--- config.mk ---
export PLATFORM = sky130hd
export DESIGN_NAME = longest_run_sum_divisible_unit_flat
export DESIGN_NICKNAME = d
export VERILOG_FILES = /design/src/hdl/lrsd_pkg.sv /design/src/hdl/lrsd_if.sv /design/src/hdl/lrsd_front.sv /design/src/hdl/lrsd_rem.sv /design/src/hdl/lrsd_back.sv /design/src/hdl/longest_run_sum_divisible_unit.sv /design/src/flat_wrapper.sv
export SDC_FILE = /design/constraint.sdc
export NUM_CORES = 2
export LEC_CHECK = 0
export BUFFER_PORTS_ARGS = -buffer_cell sky130_fd_sc_hd__buf_2
export CORE_MARGIN = 8
export CORE_UTILIZATION = 34
export CTS_CLUSTER_DIAMETER = 100
export CTS_CLUSTER_SIZE = 30
export DETAILED_ROUTE_END_ITERATION = 10
export PLACE_DENSITY_LB_ADDON = 0.3
export SYNTH_ARGS = -nofsm -noshare
export SYNTH_HDL_FRONTEND = slang
export SYNTH_SLANG_ARGS = --single-unit
--- constraint.sdc ---
create_clock -name i_clk -period 13.02 [get_ports i_clk]
set_input_delay 2.604 -clock i_clk [delete_from_list [all_inputs] [get_ports i_clk]]
set_output_delay 2.604 -clock i_clk [all_outputs]
set_load 0.02 [all_outputs]
--- src/hdl/lrsd_pkg.sv ---
// Shared widths, types and constants of the longest run unit.
package lrsd_pkg;

    localparam int VALUE_W = 32;
    localparam int LEN_W   = 21;
    localparam int MOD_W   = 7;
    localparam int SUM_W   = VALUE_W + 1;
    localparam int CNT_W   = $clog2(SUM_W + 1);
    // Queue depth, a power of two
    localparam int Q_DEPTH = 2;

    typedef logic [VALUE_W-1:0] t_value;
    typedef logic [LEN_W-1:0]   t_len;
    typedef logic [MOD_W-1:0]   t_mod;
    typedef logic [SUM_W-1:0]   t_sum;
    typedef logic [CNT_W-1:0]   t_cnt;

    localparam t_mod MOD_RESET = 7'd7;

    typedef struct packed {
        t_value value;
        logic   last;
    } t_item;

endpackage

--- src/hdl/lrsd_if.sv ---
// Channel interfaces: input items, result items and modulus writes.
interface lrsd_in_if;
    logic            valid;
    logic            ready;
    lrsd_pkg::t_value value;
    logic            last;

    modport source (output valid, output value, output last, input ready);
    modport sink   (input valid, input value, input last, output ready);
endinterface

interface lrsd_out_if;
    logic          valid;
    logic          ready;
    lrsd_pkg::t_len longest_length;
    logic          overflow;

    modport source (output valid, output longest_length, output overflow, input ready);
    modport sink   (input valid, input longest_length, input overflow, output ready);
endinterface

interface lrsd_cfg_if;
    logic          valid;
    logic          ready;
    lrsd_pkg::t_mod data;

    modport source (output valid, output data, input ready);
    modport sink   (input valid, input data, output ready);
endinterface

--- src/hdl/lrsd_front.sv ---
// Front end: accepts input beats into a short queue for the back end.
module lrsd_front (
    input  logic               i_clk,
    input  logic               i_rst_n,
    lrsd_in_if.sink            i_item,
    output logic               o_q_valid,
    output lrsd_pkg::t_item    o_q_item,
    input  logic               i_q_pop
);

    localparam int PTR_W = (lrsd_pkg::Q_DEPTH > 1) ? $clog2(lrsd_pkg::Q_DEPTH) : 1;
    localparam int QC_W  = $clog2(lrsd_pkg::Q_DEPTH + 1);

    lrsd_pkg::t_item   r_q [lrsd_pkg::Q_DEPTH];
    logic [PTR_W-1:0]  r_wr;
    logic [PTR_W-1:0]  r_rd;
    logic [QC_W-1:0]   r_cnt;
    logic              push;
    logic              pop;

    assign i_item.ready = (r_cnt != QC_W'(lrsd_pkg::Q_DEPTH));
    assign push         = i_item.valid && i_item.ready;
    assign pop          = i_q_pop && o_q_valid;
    assign o_q_valid    = (r_cnt != '0);
    assign o_q_item     = r_q[r_rd];

    always_ff @(posedge i_clk) begin
        if (!i_rst_n) begin
            r_wr  <= '0;
            r_rd  <= '0;
            r_cnt <= '0;
        end else begin
            if (push) begin
                r_wr <= r_wr + 1'b1;
            end
            if (pop) begin
                r_rd <= r_rd + 1'b1;
            end
            if (push && !pop) begin
                r_cnt <= r_cnt + 1'b1;
            end else if (pop && !push) begin
                r_cnt <= r_cnt - 1'b1;
            end
        end
    end

    always_ff @(posedge i_clk) begin
        if (push) begin
            r_q[r_wr] <= '{value: i_item.value, last: i_item.last};
        end
    end

endmodule

--- src/hdl/lrsd_rem.sv ---
// Bit-serial remainder unit: reduces a 33-bit sum modulo the modulus.
module lrsd_rem #(
    parameter int MAX_MODULUS = 64
) (
    input  logic                                 i_clk,
    input  logic                                 i_rst_n,
    input  logic                                 i_start,
    input  lrsd_pkg::t_sum                       i_sum,
    input  logic [$clog2(MAX_MODULUS+1)-1:0]     i_mod,
    output logic                                 o_done,
    output logic [$clog2(MAX_MODULUS)-1:0]       o_rem
);

    localparam int MW = $clog2(MAX_MODULUS + 1);
    localparam int RW = $clog2(MAX_MODULUS);
    localparam int AW = RW + 1;

    logic                r_busy;
    logic                r_done;
    lrsd_pkg::t_cnt      r_cnt;
    lrsd_pkg::t_sum      r_sh;
    logic [RW-1:0]       r_acc;
    logic [MW-1:0]       r_m;
    logic [AW-1:0]       acc2;
    logic [AW-1:0]       diff;
    logic                ge;
    logic [RW-1:0]       n_acc;

    // One quotient bit a cycle: shift in the next sum bit, subtract when it fits
    always_comb begin
        acc2  = {r_acc, r_sh[lrsd_pkg::SUM_W-1]};
        ge    = (acc2 >= AW'(r_m));
        diff  = acc2 - AW'(r_m);
        n_acc = ge ? diff[RW-1:0] : acc2[RW-1:0];
    end

    assign o_done = r_done;
    assign o_rem  = r_acc;

    always_ff @(posedge i_clk) begin
        if (!i_rst_n) begin
            r_busy <= 1'b0;
            r_done <= 1'b0;
            r_cnt  <= '0;
        end else begin
            r_done <= 1'b0;
            if (i_start) begin
                r_busy <= 1'b1;
                r_cnt  <= lrsd_pkg::t_cnt'(lrsd_pkg::SUM_W);
            end else if (r_busy) begin
                r_cnt <= r_cnt - 1'b1;
                if (r_cnt == lrsd_pkg::t_cnt'(1)) begin
                    r_busy <= 1'b0;
                    r_done <= 1'b1;
                end
            end
        end
    end

    always_ff @(posedge i_clk) begin
        if (i_start) begin
            r_acc <= '0;
            r_sh  <= i_sum;
            r_m   <= i_mod;
        end else if (r_busy) begin
            r_acc <= n_acc;
            r_sh  <= {r_sh[lrsd_pkg::SUM_W-2:0], 1'b0};
        end
    end

endmodule

--- src/hdl/lrsd_back.sv ---
// Back end: remainder update, first-position table, best length and result register.
module lrsd_back #(
    parameter int MAX_MODULUS   = 64,
    parameter int POSITION_BITS = 20
) (
    input  logic             i_clk,
    input  logic             i_rst_n,
    lrsd_cfg_if.sink         i_cfg,
    input  logic             i_q_valid,
    input  lrsd_pkg::t_item  i_q_item,
    output logic             o_q_pop,
    lrsd_out_if.source       o_res
);

    localparam int MW = $clog2(MAX_MODULUS + 1);
    localparam int RW = $clog2(MAX_MODULUS);
    localparam int PB = POSITION_BITS;

    localparam logic [1:0] S_IDLE = 2'd0;
    localparam logic [1:0] S_DIV  = 2'd1;
    localparam logic [1:0] S_READ = 2'd2;
    localparam logic [1:0] S_UPD  = 2'd3;

    logic [1:0]             r_st, n_st;
    lrsd_pkg::t_mod         r_mod;
    logic [RW-1:0]          r_rr, n_rr;
    logic [PB-1:0]          r_pos, n_pos;
    logic [MAX_MODULUS-1:0] r_seen, n_seen;
    logic [PB-1:0]          r_best, n_best;
    logic                   r_ovf, n_ovf;
    logic                   r_last, n_last;
    logic                   r_skip, n_skip;
    logic                   r_ov, n_ov;
    lrsd_pkg::t_len         r_len, n_len;
    logic                   r_oflow, n_oflow;
    logic [PB-1:0]          mem [MAX_MODULUS];
    logic [PB-1:0]          r_rd;
    logic                   mem_we;
    logic [MW-1:0]          eff_mod;
    logic                   rem_start;
    logic                   rem_done;
    logic [RW-1:0]          rem_val;
    lrsd_pkg::t_sum         sum;
    logic [PB-1:0]          here;
    logic [PB-1:0]          first;
    logic [PB-1:0]          span;
    logic                   out_full;

    lrsd_rem #(
        .MAX_MODULUS (MAX_MODULUS)
    ) u_rem (
        .i_clk   (i_clk),
        .i_rst_n (i_rst_n),
        .i_start (rem_start),
        .i_sum   (sum),
        .i_mod   (eff_mod),
        .o_done  (rem_done),
        .o_rem   (rem_val)
    );

    assign i_cfg.ready          = 1'b1;
    assign o_res.valid          = r_ov;
    assign o_res.longest_length = r_len;
    assign o_res.overflow       = r_oflow;

    // Zero acts as one, anything above the table size as the table size
    always_comb begin
        if (r_mod == '0) begin
            eff_mod = MW'(1);
        end else if (32'(r_mod) > MAX_MODULUS) begin
            eff_mod = MW'(MAX_MODULUS);
        end else begin
            eff_mod = MW'(r_mod);
        end
    end

    assign sum      = {1'b0, i_q_item.value} + lrsd_pkg::t_sum'(r_rr);
    assign here     = r_pos + 1'b1;
    // Remainder zero counts as seen before the first element
    assign first    = (rem_val == '0) ? '0 : r_rd;
    assign span     = here - first;
    assign out_full = r_ov && !o_res.ready;

    always_comb begin
        n_st      = r_st;
        n_rr      = r_rr;
        n_pos     = r_pos;
        n_seen    = r_seen;
        n_best    = r_best;
        n_ovf     = r_ovf;
        n_last    = r_last;
        n_skip    = r_skip;
        n_ov      = r_ov;
        n_len     = r_len;
        n_oflow   = r_oflow;
        o_q_pop   = 1'b0;
        rem_start = 1'b0;
        mem_we    = 1'b0;

        if (r_ov && o_res.ready) begin
            n_ov = 1'b0;
        end

        case (r_st)
            S_IDLE: begin
                if (i_q_valid) begin
                    o_q_pop = 1'b1;
                    n_last  = i_q_item.last;
                    // Saturated position: drop the element, keep the flag
                    if (r_ovf || (r_pos == '1)) begin
                        n_ovf  = 1'b1;
                        n_skip = 1'b1;
                        n_st   = S_UPD;
                    end else begin
                        n_skip    = 1'b0;
                        rem_start = 1'b1;
                        n_st      = S_DIV;
                    end
                end
            end
            S_DIV: begin
                if (rem_done) begin
                    n_st = S_READ;
                end
            end
            S_READ: begin
                n_st = S_UPD;
            end
            S_UPD: begin
                // Hold a final beat until the result register is free
                if (!r_last || !out_full) begin
                    if (!r_skip) begin
                        n_rr  = rem_val;
                        n_pos = here;
                        if (r_seen[rem_val]) begin
                            if (span > r_best) begin
                                n_best = span;
                            end
                        end else begin
                            n_seen[rem_val] = 1'b1;
                            mem_we          = 1'b1;
                        end
                    end
                    if (r_last) begin
                        n_ov    = 1'b1;
                        n_len   = lrsd_pkg::t_len'(n_best);
                        n_oflow = r_ovf;
                        n_rr    = '0;
                        n_pos   = '0;
                        n_seen  = MAX_MODULUS'(1);
                        n_best  = '0;
                        n_ovf   = 1'b0;
                    end
                    n_st = S_IDLE;
                end
            end
            default: begin
                n_st = S_IDLE;
            end
        endcase
    end

    always_ff @(posedge i_clk) begin
        if (!i_rst_n) begin
            r_st    <= S_IDLE;
            r_mod   <= lrsd_pkg::MOD_RESET;
            r_rr    <= '0;
            r_pos   <= '0;
            r_seen  <= MAX_MODULUS'(1);
            r_best  <= '0;
            r_ovf   <= 1'b0;
            r_last  <= 1'b0;
            r_skip  <= 1'b0;
            r_ov    <= 1'b0;
        end else begin
            r_st   <= n_st;
            r_rr   <= n_rr;
            r_pos  <= n_pos;
            r_seen <= n_seen;
            r_best <= n_best;
            r_ovf  <= n_ovf;
            r_last <= n_last;
            r_skip <= n_skip;
            r_ov   <= n_ov;
            if (i_cfg.valid && i_cfg.ready) begin
                r_mod <= i_cfg.data;
            end
        end
    end

    always_ff @(posedge i_clk) begin
        r_len   <= n_len;
        r_oflow <= n_oflow;
    end

    // First-position table, registered read
    always_ff @(posedge i_clk) begin
        if (mem_we) begin
            mem[rem_val] <= here;
        end
        if (r_st == S_READ) begin
            r_rd <= mem[rem_val];
        end
    end

endmodule

--- src/hdl/longest_run_sum_divisible_unit.sv ---
// Top level of the longest divisible-sum run unit.
//
//  channel   modport   direction  payload
//  i_item    sink      in         value[31:0], last
//  o_res     source    out        longest_length[20:0], overflow
//  i_cfg     sink      in         data[6:0] (modulus)
//
// An item passes through the back end in order: dequeue, 33 steps of the
// bit-serial remainder unit over the 33-bit sum, registering its done flag,
// a table read and an update; no new item is taken until it is through.
// An item after the position count saturates goes from dequeue to the update.
// Synchronous active-low reset clears all sequence state at once; no sweep.
// The input queue accepts until full as the back end works or a result waits;
// a final item holds in the update step until the result register is free.
module longest_run_sum_divisible_unit #(
    parameter int MAX_MODULUS   = 64,
    parameter int POSITION_BITS = 20
) (
    input  logic        i_clk,
    input  logic        i_rst_n,
    lrsd_in_if.sink     i_item,
    lrsd_cfg_if.sink    i_cfg,
    lrsd_out_if.source  o_res
);

    logic            q_valid;
    lrsd_pkg::t_item q_item;
    logic            q_pop;

    lrsd_front u_front (
        .i_clk     (i_clk),
        .i_rst_n   (i_rst_n),
        .i_item    (i_item),
        .o_q_valid (q_valid),
        .o_q_item  (q_item),
        .i_q_pop   (q_pop)
    );

    lrsd_back #(
        .MAX_MODULUS   (MAX_MODULUS),
        .POSITION_BITS (POSITION_BITS)
    ) u_back (
        .i_clk     (i_clk),
        .i_rst_n   (i_rst_n),
        .i_cfg     (i_cfg),
        .i_q_valid (q_valid),
        .i_q_item  (q_item),
        .o_q_pop   (q_pop),
        .o_res     (o_res)
    );

endmodule

--- src/flat_wrapper.sv ---
// flat-port wrapper written by rule: the top's interface ports become plain ports
module longest_run_sum_divisible_unit_flat 
#(
    parameter int MAX_MODULUS   = 64,
    parameter int POSITION_BITS = 20
)
  (i_clk, i_rst_n, i_item_valid, i_item_value, i_item_last, i_item_ready, i_cfg_valid, i_cfg_data, i_cfg_ready, o_res_valid, o_res_longest_length, o_res_overflow, o_res_ready);
  lrsd_in_if i_item_i ();
  lrsd_cfg_if i_cfg_i ();
  lrsd_out_if o_res_i ();
  input  logic i_clk;
  input  logic i_rst_n;
  input wire logic [$bits(i_item_i.valid)-1:0] i_item_valid;
  input wire logic [$bits(i_item_i.value)-1:0] i_item_value;
  input wire logic [$bits(i_item_i.last)-1:0] i_item_last;
  output wire logic [$bits(i_item_i.ready)-1:0] i_item_ready;
  input wire logic [$bits(i_cfg_i.valid)-1:0] i_cfg_valid;
  input wire logic [$bits(i_cfg_i.data)-1:0] i_cfg_data;
  output wire logic [$bits(i_cfg_i.ready)-1:0] i_cfg_ready;
  output wire logic [$bits(o_res_i.valid)-1:0] o_res_valid;
  output wire logic [$bits(o_res_i.longest_length)-1:0] o_res_longest_length;
  output wire logic [$bits(o_res_i.overflow)-1:0] o_res_overflow;
  input wire logic [$bits(o_res_i.ready)-1:0] o_res_ready;
  assign i_item_i.valid = i_item_valid;
  assign i_item_i.value = i_item_value;
  assign i_item_i.last = i_item_last;
  assign i_item_ready = i_item_i.ready;
  assign i_cfg_i.valid = i_cfg_valid;
  assign i_cfg_i.data = i_cfg_data;
  assign i_cfg_ready = i_cfg_i.ready;
  assign o_res_valid = o_res_i.valid;
  assign o_res_longest_length = o_res_i.longest_length;
  assign o_res_overflow = o_res_i.overflow;
  assign o_res_i.ready = o_res_ready;
  longest_run_sum_divisible_unit #(.MAX_MODULUS(MAX_MODULUS), .POSITION_BITS(POSITION_BITS)) u_core (.i_clk(i_clk), .i_rst_n(i_rst_n), .i_item(i_item_i), .i_cfg(i_cfg_i), .o_res(o_res_i));
endmodule
# Word level (Yosys, flattened, before mapping)
# Memories as Yosys holds them, arrays and structs flattened. A register that Yosys moved wholly into a read port is not among the register bits.
# Cells that the tools add are included.
classes:
  addsub: 9
  magnitude_cmp: 5
  n_eq_ne: 13
  n_mux: 58
  bitwise: 3
  n_reduce_logical: 31
ops:
  columns: ["op", "n"]
  rows:
  - ["$mux 64", 3]
  - ["$mux 20", 7]
  - ["$mux 33", 2]
  - ["$or 64x64->64", 1]
  - ["$add 32x6->33", 1]
  - ["$mux 1", 30]
  - ["$mux 6", 5]
  - ["$add 20x1->20 const B", 1]
  - ["$eq 20x20->1 const B", 1]
  - ["$gt 20x20->1", 1]
  - ["$sub 20x20->20", 1]
  - ["$mux 2", 6]
  - ["$ne 2x2->1 const B", 6]
  - ["$reduce_and 3->1", 3]
  - ["$pmux 2 s4", 1]
  - ["$reduce_bool 2->1", 4]
  - ["$ge 7x7->1", 1]
  - ["$gt 7x7->1 const B", 1]
  - ["$logic_and 1x1->1", 7]
  - ["$logic_not 7->1", 1]
  - ["$lt 6x7->1 const B", 1]
  - ["$mux 7", 1]
  - ["$bmux 1 s6", 1]
  - ["$demux 1 s6", 1]
  - ["other kinds (21)", 32]
word_totals:
  reg_bits: 202
  ram_bits: 1346
  in_bits: 45
  out_inout_bits: 25
  wordCells: 144
  memories: 2
memory_table:
  columns: ["memory", "depth", "width", "rd", "rd_ports_with_merged_regs", "write_ports", "line_no", "text"]
  rows:
  - ["u_core.u_back.mem", 64, 20, 1, 1, 1, "lrsd_back.sv:36", "logic [PB-1:0] mem [MAX_MODULUS];"]
  - ["u_core.u_front.r_q", 2, 33, 1, 1, 1, "lrsd_front.sv:14", "lrsd_pkg::t_item r_q [lrsd_pkg::Q_DEPTH];"]

# Logic depth before layout (Yosys ltp)
depth:
  depth_word: 8
  mapped_depth: 32
  ltp_nobuf: 24

# Hierarchy
# A second synthesis with hierarchy kept.
hier_totals:
  cells_unflattened: 3676
  area_unflattened_um2: 60006.3
modules_own_cells:
  columns: ["mod", "n_inst", "cells_each", "area_each_um2", "seq_area_each_um2"]
  rows:
  - ["lrsd_back", 1, 3357, 54855.1, 42130.4]
  - ["lrsd_front", 1, 127, 2616.3, 2082.0]
  - ["lrsd_rem", 1, 192, 2534.9, 1481.4]

# Least setup slack after synthesis
# No wires, ideal clock.
synth_timing:
  kind: "flip-flop to flip-flop"
  startpoint: "register u_core.u_back.r_pos[2]"
  endpoint: "register u_core.u_back.r_best[10]"
  t_arrival_ps: 7259
  slack_ps: 5645
  path_stages_with_launch: 28
  path_buffers: 3
  period_less_slack_ps: 7375
  path_cell_list: "dfxtp_1 -> and4_1 -> and2_1 -> nand3_1 -> xnor2_1 -> ha_1 -> a21o_1 -> a21o_1 -> a21oi_1 -> a21oi_1 -> a221oi_1 -> nand2b_1 -> a21oi_1 -> xor2_1 -> inv_1 -> ha_1 -> and3_1 -> nand4_1 -> nor4_1 -> a221oi_1 -> a221o_1 -> nor4_4 -> buf_6 -> nor2_1 -> o21a_1 -> buf_6 -> buf_6 -> a22o_1"
synth_via:
  elab_chain_len: 7
synth_lines:
  columns: ["item", "line_no", "text"]
  rows:
  - ["from (decl)", "lrsd_back.sv:27", "logic [PB-1:0] r_pos, n_pos;"]
  - ["from (signal assigned)", "lrsd_back.sv:178", "r_pos <= n_pos;"]
  - ["$add 20x1->20 *", "lrsd_back.sv:78", "assign here = r_pos + 1'b1;"]
  - ["net u_core.u_back.here[8]", "lrsd_back.sv:44", "logic [PB-1:0] here;"]
  - ["$sub 20x20->20 *", "lrsd_back.sv:81", "assign span = here - first;"]
  - ["$gt 20x20->1", "lrsd_back.sv:136", "if (span > r_best) begin"]
  - ["$mux 20 *", "lrsd_back.sv:136", null]
  - ["$mux 20 *", "lrsd_back.sv:135", "if (r_seen[rem_val]) begin"]
  - ["$mux 20 *", "lrsd_back.sv:132", "if (!r_skip) begin"]
  - ["$mux 20 *", "lrsd_back.sv:144", "if (r_last) begin"]
  - ["to (signal assigned)", "lrsd_back.sv:180", "r_best <= n_best;"]
  - ["to (decl)", "lrsd_back.sv:29", "logic [PB-1:0] r_best, n_best;"]
# The timed path passes the listed nets; every way through them passes the cells marked *.
# A chain may end at the register's enable or synchronous reset.

# Worst setup path after layout
layout_timing:
  startpoint: "register u_core.u_back.u_rem.r_acc[1], in the netlist u_core.u_back.u_rem.o_rem[1]"
  endpoint: "register u_core.u_back.r_best[17]"
layout_via:
  elab_chain_len: 8
layout_lines:
  columns: ["item", "line_no", "text"]
  rows:
  - ["from (decl)", "lrsd_rem.sv:22", "logic [RW-1:0] r_acc;"]
  - ["from (signal assigned)", "lrsd_rem.sv:66", "r_acc <= n_acc;"]
  - ["$logic_not 6->1", "lrsd_back.sv:80", "assign first = (rem_val == '0) ? '0 : r_rd;"]
  - ["$mux 20", "lrsd_back.sv:80", null]
  - ["$sub 20x20->20", "lrsd_back.sv:81", null]
  - ["$gt 20x20->1", "lrsd_back.sv:136", null]
  - ["$mux 20", "lrsd_back.sv:136", null]
  - ["$mux 20 *", "lrsd_back.sv:135", null]
  - ["$mux 20 *", "lrsd_back.sv:132", null]
  - ["$mux 20 *", "lrsd_back.sv:144", null]
# Mark *: on every way between the ends. The rest lies on a longest branch, timed or not. The select of a mux whose other input is x is not followed.

==> flow_summary.yaml <==
status:
  status: "complete, no violations"
pwr:
  pwr_density_cell_nw_per_um2: 171
  clkPwrFrac_pct: 21.1
  p_int_mw: 7.54
  ir_drop_uv: 153
  switchingPower_mw: 3.76
  power.leakage_nw: 20.4
  total_power_mw: 11.3
  power_frac_seq_pct: 51.2
  combPwrFrac_pct: 27.7
  p_sw_share_pct: 33.3
clocking:
  cts_made_buffers: 60
  clock_sinks: 1569
  cts.hold.buffers_added: 0
  cts_buffer_depth: 3
  clk_latency_ns: 0.77
  cts_resized: 0
  cts_htree_levels: 2
  path_clk_slew_ns: 0.12
  postCtsSetupRepairBufs: 0
  cts-root-buf: "clkbuf_16"
  cts_tree: "done"
finish:
  utilization_pct: 37.5
  fin_cells: 6157
  syn_to_final_growth_pct: 9.60
  fin_nets: 3907
  drive_above_1_share_pct: 11.7
setup_path:
  critPathCapture: "u_core.u_back.r_best[17]"
  worst_ep_required_time_ns: 13.67
  start_kind: "register"
  path_max_fanout: 34
  cp-startpoint: "u_core.u_back.u_rem.o_rem[1]"
  r2r.worst_path.cells: 24
  cp.depth: 24
  r2r-end: "u_core.u_back.r_best[17]"
  reg2reg_slack_ns: 5.31
  crit_path_end_kind: "register"
  crit_chain: "nor3_4 > buf_4 > nand2_1 > and2_1 > ha_1 > fa_1 > nor2b_1 > o31a_1 > o211ai_1 > a221o_1 > a21oi_1 > a21o_1 > a211oi_1 > xnor2_1 > ha_1 > and3_1 > nand4_1 > nor4_1 > a221oi_1 > a221o_1 > nor4_4 > and4_1 > inv_2 > a2bb2o_1"
  regToRegStartpoint: "u_core.u_back.u_rem.o_rem[1]"
  slowest_stage: "and4_1"
  worstSetupPathType: "register to register"
  critPathTopFamily: "simple AND/OR/NAND/NOR gates"
  cpPeakStageDelay_ns: 0.76
  worstPathArrival_ns: 8.36
  path_buf_inv: 2
yosys:
  synth_area_leaders: "edfxtp_1 71%, a22oi_1 5.3%, dfxtp_1 4.7%, a22o_1 2.4%, a221oi_1 1.5%"
  ys.flop_type: "edfxtp_1"
  synth_top_area_cell: "edfxtp_1"
  synthArstFlopShare_pct: 0
  synth_enable_flop_cells: 1427
  synth.distinct_cells: 80
  ys_ff_latch: 1569
  synth_area_um2: 60300
  avgSynthCellArea_um2: 16.0
  synth_top_area_share_pct: 71.0
  synth_cells: 3762
  synthesis.nets: 3871
  yosysWarningCount: 0
  ys_seq_area_share_pct: 75.7
timing:
  period_share_pct: 59.2
  slew_viol_final: 0
  setup_viol: 0
  rsz0062_at_grt: "false"
  fin_crit_ns: 7.71
  hold_viol_final: 0
  tightest_slew_ns: 1.35
  finClkSkew_ns: 0.0895
  relSlewSlack_pct: 9.82
  finalSetupTns_ns: 0
  timing.final.ws_setup_ns: 5.31
  max_freq_mhz: 130
route:
  drt-total-wl_um: 174000
  drc: 0
  vias: 35162
  drtAntennaViolNets: 0
  first_iter_violations: 4491
  viasPerCell: 5.71
  firstDrtPassIters: 5
  wl_per_cell_um: 28.2
grt:
  grt.total_usage_pct: 17.3
  met3_usage_pct: 2.58
  met1_usage_pct: 24.2
  grt_max_degree: 93
  grt-busiest-layer: "met2"
  antenna_found_initial: 3
  grt_pass1_vias: 33515
  grt_overflow: 0
  grt_use_met2_pct: 28.3
  grt_pass1_wl_um: 247000
floorplanning:
  initial_core_util_pct: 34.2
  ioPinCount: 70
  die_area_um2: 191000
  die_h_um: 437
  core_area_um2: 176000
  rows: 154
  die_w_um: 437
min_path:
  hold_path_depth: 2
  hold_path.class: "register to register"
placement:
  preCtsSetupSlack_ns: 5.34
  gp_congestion: 0.805
  place.port_buffers: 67
  dp_cells: 6076
  hpwl_um: 97600
job:
  drv_cap: 0
==> cell usage after synthesis, drive strengths merged, types with 5 or more instances <==
master / n
and3: 13
nor3: 85
a22oi: 425
a21o: 12
a31oi: 99
and2: 17
a211oi: 10
xor2: 28
or2: 6
nand3: 42
xnor2: 48
nand2b: 9
nor2: 71
nand4: 62
mux2: 24
a22o: 167
mux2i: 47
dfxtp: 142
a221oi: 106
nand3b: 7
ha: 61
nor4: 19
a21oi: 111
a222oi: 13
a41oi: 8
edfxtp: 1427
buf: 76
and4: 5
or3: 8
nor2b: 52
mux4: 9
nand2: 155
o21ai: 91
o21a: 8
a32oi: 6
inv: 61
a21boi: 12
clkbuf: 168
o22ai: 5
==> worst min-delay path by stage <==
stage	endpoint	startpoint	slack, ns
CTS	u_core.u_back.r_seen[8]	u_core.u_back.r_seen[8]	0.46
global placement	u_core.u_back.r_seen[0]	u_core.u_back.r_seen[0]	0.44
floorplan	u_core.u_back.r_seen[0]	u_core.u_back.r_seen[0]	0.41
finish	u_core.u_back.r_seen[24]	u_core.u_back.r_seen[24]	0.46
detailed placement	u_core.u_back.r_seen[0]	u_core.u_back.r_seen[0]	0.44
global route	u_core.u_back.r_seen[8]	u_core.u_back.r_seen[8]	0.48
==> metrics by stage <==
step                      instance area [µm²]  hold WS [ns]
after global routing                    66100         0.475
final                                   66100         0.457
after floorplan                         60300         0.414
after global placement                  64400         0.436
after detailed placement                64400         0.438
after CTS                               66100         0.458
==> placed cells by master, fill, tap and decap left out, types with 62 or more instances in the layout <==
cell	synthesis	routed
a22o_1	167	167
nor3_2	2	65
buf_2	18	67
nand4_1	62	62
nand2_1	155	154
a221oi_1	106	106
edfxtp_1	1427	1427
a22oi_1	425	425
a31oi_1	99	99
a21oi_1	111	111
buf_4	6	144
dfxtp_1	142	140
o21ai_0	82	82
==> flip-flops by register name, indices dropped and copies added, names as in the netlist, 2 cells and up, named ones only <==
signal	flops
u_core.u_back.r_pos	20
u_core.u_back.u_rem.o_rem	6
u_core.u_back.r_seen	64
u_core.u_front.r_q	66
u_core.u_back.r_mod	7
u_core.u_back.r_best	20
u_core.u_back.r_rd	20
u_core.u_back.r_rr	6
u_core.u_back.u_rem.r_m	7
u_core.u_back.r_st	2
u_core.u_back.o_res.longest_length	20
u_core.u_back.u_rem.r_cnt	6
u_core.u_back.u_rem.r_sh	33
u_core.u_back.mem	1280
u_core.u_front.r_cnt	2
==> worst min-delay path: stages, from the launching register on <==
cell and delay [ns]:
dfxtp_1 0.33, nand2_1 0.05, o21ai_1 0.05
==> layout make-up <==
| class | count | area, µm² |
|---|---|---|
| Fill cell | 16295 | 110000 |
| Antenna cell | 3 | 7.51 |
| Timing Repair Buffer | 218 | 1560 |
| Multi-Input combinational cell | 1888 | 14000 |
| Clock inverter | 9 | 163 |
| Tap cell | 2340 | 2930 |
| Clock buffer | 69 | 1540 |
| Inverter | 61 | 229 |
| Sequential cell | 1569 | 45700 |
==> per-layer routing <==
metal / part of all wire (%) / wire (µm)
met1: 43 / 74300
met2: 47 / 81600
met3: 7.4 / 12900
met4: 2.9 / 5080
met5: 0 / 0
==> cells by family (layout without fill, tap and decap cells) <==
logic type	after synthesis	after routing	synth area share [%]
DFF	1569	1569	75.7
and+or+nand+nor	565	565	4.83
other	2	5	0.0124
muxes	80	80	1.56
adders and majority gates	64	64	1.36
AOI/OAI and AO/OA	1101	1101	13.4
buffers and inverters	305	357	2.03
xor gates and xnor gates	76	76	1.10
==> power by group through the flow <==
stage	logic [mW]	clock network, mW	registers (mW)
floorplan	1.93	0	5.84
global placement	3.10	0	5.89
detailed placement	3.11	0	5.90
CTS	3.13	2.42	5.78
global route	3.35	2.58	5.80
finish	3.13	2.38	5.78
No activity file was read; power rests on OpenSTA's default activity.
